==> config.mk <==
export PLATFORM = sky130hd
export DESIGN_NAME = signed_int_to_decimal_text_unit
export DESIGN_NICKNAME = d
export VERILOG_FILES = /design/src/rtl/sitd_pkg.sv /design/src/rtl/signed_int_to_decimal_text_unit.sv
export SDC_FILE = /design/constraint.sdc
export NUM_CORES = 1
export LEC_CHECK = 0
export BUFFER_PORTS_ARGS = -buffer_cell sky130_fd_sc_hd__buf_4
export CORE_AREA = 2 2 225 227
export CTS_CLUSTER_SIZE = 14
export DETAILED_ROUTE_END_ITERATION = 8
export DIE_AREA = 0 0 227 229
export PLACE_DENSITY = 0.74
export SYNTH_ARGS = -nofsm -noshare
export SYNTH_HDL_FRONTEND = slang
export SYNTH_SLANG_ARGS = --single-unit
==> constraint.sdc <==
create_clock -name clk -period 17.2 [get_ports clk]
set_input_delay 2.58 -clock clk [delete_from_list [all_inputs] [get_ports clk]]
set_output_delay 2.58 -clock clk [all_outputs]
set_load 0.03 [all_outputs]
==> src/rtl/sitd_pkg.sv <==
// Shared types and constants of the signed integer to decimal text unit.
// No dependencies; used by the top level and the port checker.
package sitd_pkg;

  localparam int DATA_W        = 32;
  localparam int NUM_DIGITS    = 10;
  localparam int BCD_W         = 4 * NUM_DIGITS;
  localparam int DABBLE_STAGES = 4;
  localparam int STEPS         = DATA_W / DABBLE_STAGES;
  localparam int NUM_STAGES    = DABBLE_STAGES + 1;

  localparam logic [6:0] CHAR_MINUS = 7'd45;
  localparam logic [6:0] CHAR_ZERO  = 7'd48;
  localparam logic [6:0] CHAR_NINE  = 7'd57;

  typedef logic [BCD_W-1:0] bcd_t;
  typedef logic [3:0]       digit_idx_t;

  typedef struct packed {
    logic              neg;
    logic [DATA_W-1:0] bin;
    bcd_t              bcd;
  } stage_t;

  // A block of shift-and-add-3 steps that moves STEPS magnitude bits into the BCD word.
  function automatic stage_t dabble_steps(stage_t s);
    stage_t r;
    r = s;
    for (int k = 0; k < STEPS; k++) begin
      for (int j = 0; j < NUM_DIGITS; j++) begin
        if (r.bcd[j*4 +: 4] >= 4'd5) begin
          r.bcd[j*4 +: 4] = r.bcd[j*4 +: 4] + 4'd3;
        end
      end
      r.bcd = {r.bcd[BCD_W-2:0], r.bin[DATA_W-1]};
      r.bin = {r.bin[DATA_W-2:0], 1'b0};
    end
    return r;
  endfunction

  // Position of the most significant nonzero digit, zero when all digits are zero.
  function automatic digit_idx_t msd_index(bcd_t b);
    digit_idx_t r;
    r = '0;
    for (int j = 0; j < NUM_DIGITS; j++) begin
      if (b[j*4 +: 4] != 4'd0) begin
        r = digit_idx_t'(j);
      end
    end
    return r;
  endfunction

endpackage

==> src/rtl/signed_int_to_decimal_text_unit.sv <==
// Signed 32-bit integer to decimal ASCII text converter.
// Depends on sitd_pkg.
//
// Usage:
//   Input channel: value with in_valid / in_stall. A request is taken at a
//   rising edge with in_valid high and in_stall low.
//   Output channel: text_char and last with out_valid / out_stall. Each request
//   gives its text one character per cycle while out_stall is low, a sign first
//   if negative, most significant digit next, with last set on the final digit.
//   Path: a taken request passes one sign/magnitude stage, four binary-to-BCD
//   stages of eight steps each, then the character serializer, before its first
//   character shows.
//   Throughput: the serializer emits one character per cycle while out_stall is
//   low, and a number's text is one to eleven characters long; up to five further
//   requests wait in the conversion stages meanwhile.
//   Reset clears all valid bits and the serializer's busy and sign flags only.
//   When out_stall is high the shown character holds and the stages fill up;
//   in_stall rises once the first stage cannot move.
module signed_int_to_decimal_text_unit (
  input  logic               clk,
  input  logic               rst,
  input  logic               in_valid,
  output logic               in_stall,
  input  logic signed [31:0] value,
  output logic               out_valid,
  input  logic               out_stall,
  output logic [6:0]         text_char,
  output logic               last
);

  sitd_pkg::stage_t                       st [sitd_pkg::NUM_STAGES];
  logic [sitd_pkg::NUM_STAGES-1:0]        vld;
  logic [sitd_pkg::NUM_STAGES-1:0]        adv;
  logic [sitd_pkg::DATA_W-1:0]            raw;

  logic                  busy, busy_next;
  logic                  sign_pend, sign_pend_next;
  sitd_pkg::bcd_t        digs, digs_next;
  sitd_pkg::digit_idx_t  pos, pos_next;
  logic                  out_acc;
  logic                  load_ok;

  assign raw = $unsigned(value);

  assign out_acc = busy && !out_stall;
  assign last    = !sign_pend && (pos == '0);
  assign load_ok = !busy || (out_acc && last);

  // A stage may take new data when it is empty or its content moves on.
  always_comb begin
    adv[sitd_pkg::NUM_STAGES-1] = !vld[sitd_pkg::NUM_STAGES-1] || load_ok;
    for (int i = sitd_pkg::NUM_STAGES - 2; i >= 0; i--) begin
      adv[i] = !vld[i] || adv[i+1];
    end
  end

  assign in_stall = !adv[0];

  always_ff @(posedge clk) begin
    if (rst) begin
      vld <= '0;
    end else begin
      if (adv[0]) begin
        vld[0] <= in_valid;
      end
      for (int i = 1; i < sitd_pkg::NUM_STAGES; i++) begin
        if (adv[i]) begin
          vld[i] <= vld[i-1];
        end
      end
    end
  end

  always_ff @(posedge clk) begin
    if (adv[0]) begin
      st[0].neg <= raw[sitd_pkg::DATA_W-1];
      st[0].bin <= raw[sitd_pkg::DATA_W-1] ? (~raw + 1'b1) : raw;
      st[0].bcd <= '0;
    end
    for (int i = 1; i < sitd_pkg::NUM_STAGES; i++) begin
      if (adv[i]) begin
        st[i] <= sitd_pkg::dabble_steps(st[i-1]);
      end
    end
  end

  // Serializer: any sign goes out first, then digits from the most significant down.
  always_comb begin
    busy_next      = busy;
    sign_pend_next = sign_pend;
    digs_next      = digs;
    pos_next       = pos;
    if (load_ok) begin
      busy_next      = vld[sitd_pkg::NUM_STAGES-1];
      sign_pend_next = st[sitd_pkg::NUM_STAGES-1].neg;
      digs_next      = st[sitd_pkg::NUM_STAGES-1].bcd;
      pos_next       = sitd_pkg::msd_index(st[sitd_pkg::NUM_STAGES-1].bcd);
    end else if (out_acc) begin
      if (sign_pend) begin
        sign_pend_next = 1'b0;
      end else begin
        pos_next = pos - 1'b1;
      end
    end
  end

  always_ff @(posedge clk) begin
    if (rst) begin
      busy      <= 1'b0;
      sign_pend <= 1'b0;
    end else begin
      busy      <= busy_next;
      sign_pend <= sign_pend_next;
    end
    digs <= digs_next;
    pos  <= pos_next;
  end

  assign out_valid = busy;
  assign text_char = sign_pend ? sitd_pkg::CHAR_MINUS
                               : sitd_pkg::CHAR_ZERO + {3'b000, digs[pos*4 +: 4]};

endmodule

Word-level counts from Yosys, hierarchy flattened:

Memories as Yosys holds them, arrays and structs flattened.
Index checks and enable logic that the tools add are counted.

* output and inout port bits: 10
* word-level logic and storage cells: 1352
* input bits: 36
* memories kept: 1
* RAM bits: 365
* register bits after elaboration: 51

* bitwise gates (word level): 1
* reduce and logical (&&, ||, !) cells: 30
* equality and inequality tests: 1
* shift operators: 1
* $lt $le $gt $ge: 320
* muxes and demuxes: 666
* add/sub/neg operators: 323

Memories
* st: depth 5, bits a word 73, read ports 5, clocked after memory_dff 0, write ports 5, RTL line signed_int_to_decimal_text_unit.sv:31 `sitd_pkg::stage_t st [sitd_pkg::NUM_STAGES];`

Operator list (count)
* $mux W4: 587
* $ge A4 B3 Y1 const B: 320
* $add A4 B2 Y4 const B: 288
* $mux W3: 64
* $add A3 B2 Y3 const B: 32
* $shiftx A40 B7 Y4: 1
* $reduce_bool A4 Y1: 9
* $add A32 B1 Y32 const B: 1
* $mux W32: 1
* $not A32 Y32: 1
* $mux W1: 13
* $logic_not A1 Y1: 9
* $add A6 B4 Y7 const A: 1
* $mux W7: 1
* $logic_or A1 B1 Y1: 6
* $logic_not A4 Y1: 1
* $sub A4 B1 Y4 const B: 1
* $logic_and A1 B1 Y1: 3
* $ne A2 B1 Y1 const B: 1
* $reduce_and A2 Y1: 1
* $reduce_bool A2 Y1: 1

Logic depth before layout (Yosys ltp):

* depth in word-level cells: 30
* gate-level depth with buffers: 37
* mapped depth without buffers: 37

Worst setup path before layout:

No wires, ideal clock.

* kind: in2out
* from: input out_stall
* to: output in_stall
* slack: 8.792 ns
* arrival: 5.828 ns
* stages on the path: 5
* required time: 14.620 ns
* path buffers: 0
* cell sequence: o21a_1 nand3_1 nor2_1 nand3_1 inv_1

* longest elaborated chain between the ends: 10

RTL lines
* start: declaration: RTL line signed_int_to_decimal_text_unit.sv:26 `input logic out_stall,`
* $logic_not A1 Y1: RTL line signed_int_to_decimal_text_unit.sv:45 `assign out_acc = busy && !out_stall;`
* $logic_and A1 B1 Y1: RTL line signed_int_to_decimal_text_unit.sv:45
* $logic_and A1 B1 Y1: RTL line signed_int_to_decimal_text_unit.sv:47 `assign load_ok = !busy || (out_acc && last);`
* $logic_or A1 B1 Y1: RTL line signed_int_to_decimal_text_unit.sv:47
* $logic_or A1 B1 Y1: RTL line signed_int_to_decimal_text_unit.sv:51 `adv[sitd_pkg::NUM_STAGES-1] = !vld[sitd_pkg::NUM_STAGES-1] || load_ok;`
* $logic_or A1 B1 Y1: RTL line signed_int_to_decimal_text_unit.sv:53 `adv[i] = !vld[i] || adv[i+1];`
* net adv (one bit): RTL line signed_int_to_decimal_text_unit.sv:33 `logic [sitd_pkg::NUM_STAGES-1:0] adv;`
* $logic_or A1 B1 Y1 (3 in a row): RTL line signed_int_to_decimal_text_unit.sv:53
* $logic_not A1 Y1: RTL line signed_int_to_decimal_text_unit.sv:57 `assign in_stall = !adv[0];`
* end: declaration: RTL line signed_int_to_decimal_text_unit.sv:23 `output logic in_stall,`

The timed path passes the listed nets, and every way through them passes these cells.

Worst setup path in the final report:

Same ends and word-level chain as after synthesis.

==> key figures <==
Timing
  – Final Hold Fails: 0
  – Hold_ws: 408 ps
  – Slew Viols, Final: 0
  – Relative slew slack: between 10 and 15%
  – Worst setup margin: 9770 ps
  – Setup Viol. Count Final: 0
  – Unrepaired setup endpoints after global routing: no
  – FMAX: 135 MHz
  – Min Tclk post-route: around 7400 ps
  – Final Cycle Share: 43.2%
  – Clk_skew: 16.5 ps
  – Worst Tran Pin Value: approximately 1300 ps
  – Setup TNS: 0 ps

Place
  – GPL Wtd Cong: 0.841
  – Post-DP HPWL: 43200 um
  – I/O Buffers: 43
  – Placement Setup Slack: just under 10000 ps

Logic synthesis
  – Avg Inst Size Synth: 8.40 um2
  – Main synth FF type: edfxtp_1
  – Number of flops mapped to enable cells by yosys: between 200 and 250
  – Top post-synthesis cells by area: edfxtp_1, ha_1, a21oi_1
  – Synth area leader: edfxtp_1
  – Yosys reg bits: roughly 240
  – Synthesized instance count: 3227
  – Syn_nets: 3412
  – Register area share after synthesis: a little over a quarter
  – Yosys top cell area share: 25.6%
  – Yosys warnings: 0
  – Mapped cell area: 27100 um2
  – Synth unique cells: about 140
  – Ys async rst share: 0%

Clock tree
  – Setup bufs post-CTS: 0
  – CTS tree: done
  – Clock root buffer: clkbuf_16
  – Clock Latency Late Sink: 570 ps
  – CTS Buf Count: 29
  – CTS max path bufs: 3
  – CTS Sinks: 238
  – CTS-repair resized insts: 0
  – Clk pin slew, worst setup/hold paths: ~70 ps
  – Post-CTS Hold Fix Bufs: 0
  – H-Tree Depth: 1

Run status
  – Status: completed

Layout
  – Most common cell after layout, fill and taps aside: nor2_1
  – Area delta synth->final: 6.42%
  – N_diodes: 0
  – Final #Nets: 3400
  – Util after Layout: 58.1%
  – Most frequent cells in the layout: nor2_1, nand2_1, a21oi_1, edfxtp_1, inv_1
  – Layout cells sized above 1: a little over a tenth

Route
  – Initial DRC count: 1575
  – DR WL met3: about 1900 um
  – Final ANT Viol Nets: 0
  – Detailed Route WL: 56900 um
  – M1 WL: 25700 um
  – DRC violations left: 0
  – Max layer used: met4
  – Met2 routed WL: 28400 um
  – TritonRoute pass-1 iters: 8
  – Via/cell ratio: roughly 6.2
  – Wire per inst: about 15 um
  – DR vias: approximately 24000

Global routing
  – Initial antenna violation count: 1
  – Wire length of the first global-routing pass: slightly below 100000 um
  – Vias in the first global route: 22200
  – Largest net degree at the start of global routing: 43
  – Total track usage: between 20% and 30%
  – GR Overflow Total: 0

Worst setup path
  – Cells along the critical path: buf_4 > o21a_1 > nand3_2 > buf_4 > nor2_1 > nand3_2 > inv_1 > buf_4
  – Critical Path AT: just under 5000 ps
  – Critical-path maximum fanout: 42
  – Most used cell, CP: buf_4
  – Startpoint Class: input pin
  – Nature of the critical path endpoint: primary output
  – Slowest cell on the critical path: nand3_2
  – Setup slack, reg-to-reg: 9790 ps
  – CP Class: in -> out
  – CP max stage delay: 710 ps
  – Req. time, crit path: 14620 ps

Floorplanning
  – Num ports: between 40 and 50
  – Starting Density: 54.6%
  – Full die area: 52000 um2
  – Die W: 227 um
  – Die Y: 229 um
  – Core Region: about 50000 um2
  – FP Rows: 82

Flow run
  – Number of max-cap violations: 0

Hold path
  – Hold Crit Class: reg -> reg
-- synth_stat cells (53+ instances only) --
| cell type | instances |
|---|---|
| ha_1 | 149 |
| nor3_1 | 62 |
| xnor2_1 | 93 |
| a211oi_1 | 57 |
| edfxtp_1 | 231 |
| nor2_1 | 273 |
| inv_1 | 210 |
| a21oi_1 | 232 |
| nor2b_1 | 54 |
| clkbuf_1 | 67 |
| o21ai_1 | 53 |
| mux2i_1 | 86 |
| nand3_1 | 74 |
| mux2_2 | 67 |
| nand2b_1 | 70 |
| nand2_1 | 259 |
| o21a_1 | 53 |
| o21ai_0 | 202 |
-- cells by family (layout without fill, tap and decap cells) --
logic type / count (synthesis) / in the layout / synth area share, %
compound gates: 1150 / 1150 / 30.4
simple gates: 1042 / 1042 / 19.1
buf+inv: 325 / 334 / 4.65
flops: 238 / 238 / 26.1
mux: 177 / 177 / 7.51
fa+ha+maj: 150 / 150 / 6.92
xor+xnor: 143 / 143 / 5.35
other cells: 2 / 2 / 0.0277
-- critical path, delay by kind of cell --
kind,cells,cell delay (ps)
buffers and inverters,4,790
AND/OR/NAND/NOR,3,1160
AO/OA/AOI/OAI,1,260
-- metrics by stage --
step | std cells | cell area (um2)
2_1_floorplan | 3227 | 27100
3_3_place_gp | 3856 | 27900
3_5_place_dp | 3856 | 27900
4_1_cts | 3908 | 28800
5_1_grt | 3908 | 28800
6_report | 3908 | 28800
-- path summary, 6_finish.rpt --
| path | startpoint | end | cells past startpoint |
|---|---|---|---|
| min | st[0][137]$_DFFE_PP_ | st[0][146]$_DFFE_PP_ | 0 |
| min reg2reg | st[0][137]$_DFFE_PP_ | st[0][146]$_DFFE_PP_ | 0 |
| max reg2reg | st[0][243]$_DFFE_PP_ | st[0][329]$_DFFE_PP_ | 33 |
| max | out_stall | in_stall | 8 |
-- state kept, by name, summed over array words and instances, names as in the netlist --
register	flops
st	187
digs	40
vld	5
pos	4
out_valid	1
sign_pend	1
-- area by class of cell --
| type | count | area (um2) |
|---|---|---|
| clock buffers | 33 | 741 |
| clock inverters | 19 | 158 |
| fillers | 4368 | 20800 |
| inverters | 231 | 868 |
| multi-input cells | 2664 | 18800 |
| flip-flops and latches | 238 | 7080 |
| well taps | 672 | 841 |
| repair buffers | 51 | 383 |
-- routing by layer --
| layer | vias up | track usage [%] |
|---|---|---|
| li1 | 12200 | - |
| met1 | 11300 | 27.2 |
| met4 | 0 | 4.43 |
| met5 | - | 0 |
| met3 | 70 | 1.91 |
| met2 | 488 | 38.9 |
Power is left out: the tool's default activity adds up to more than one toggle a clock period on the data nets, which glitch-free logic cannot reach.
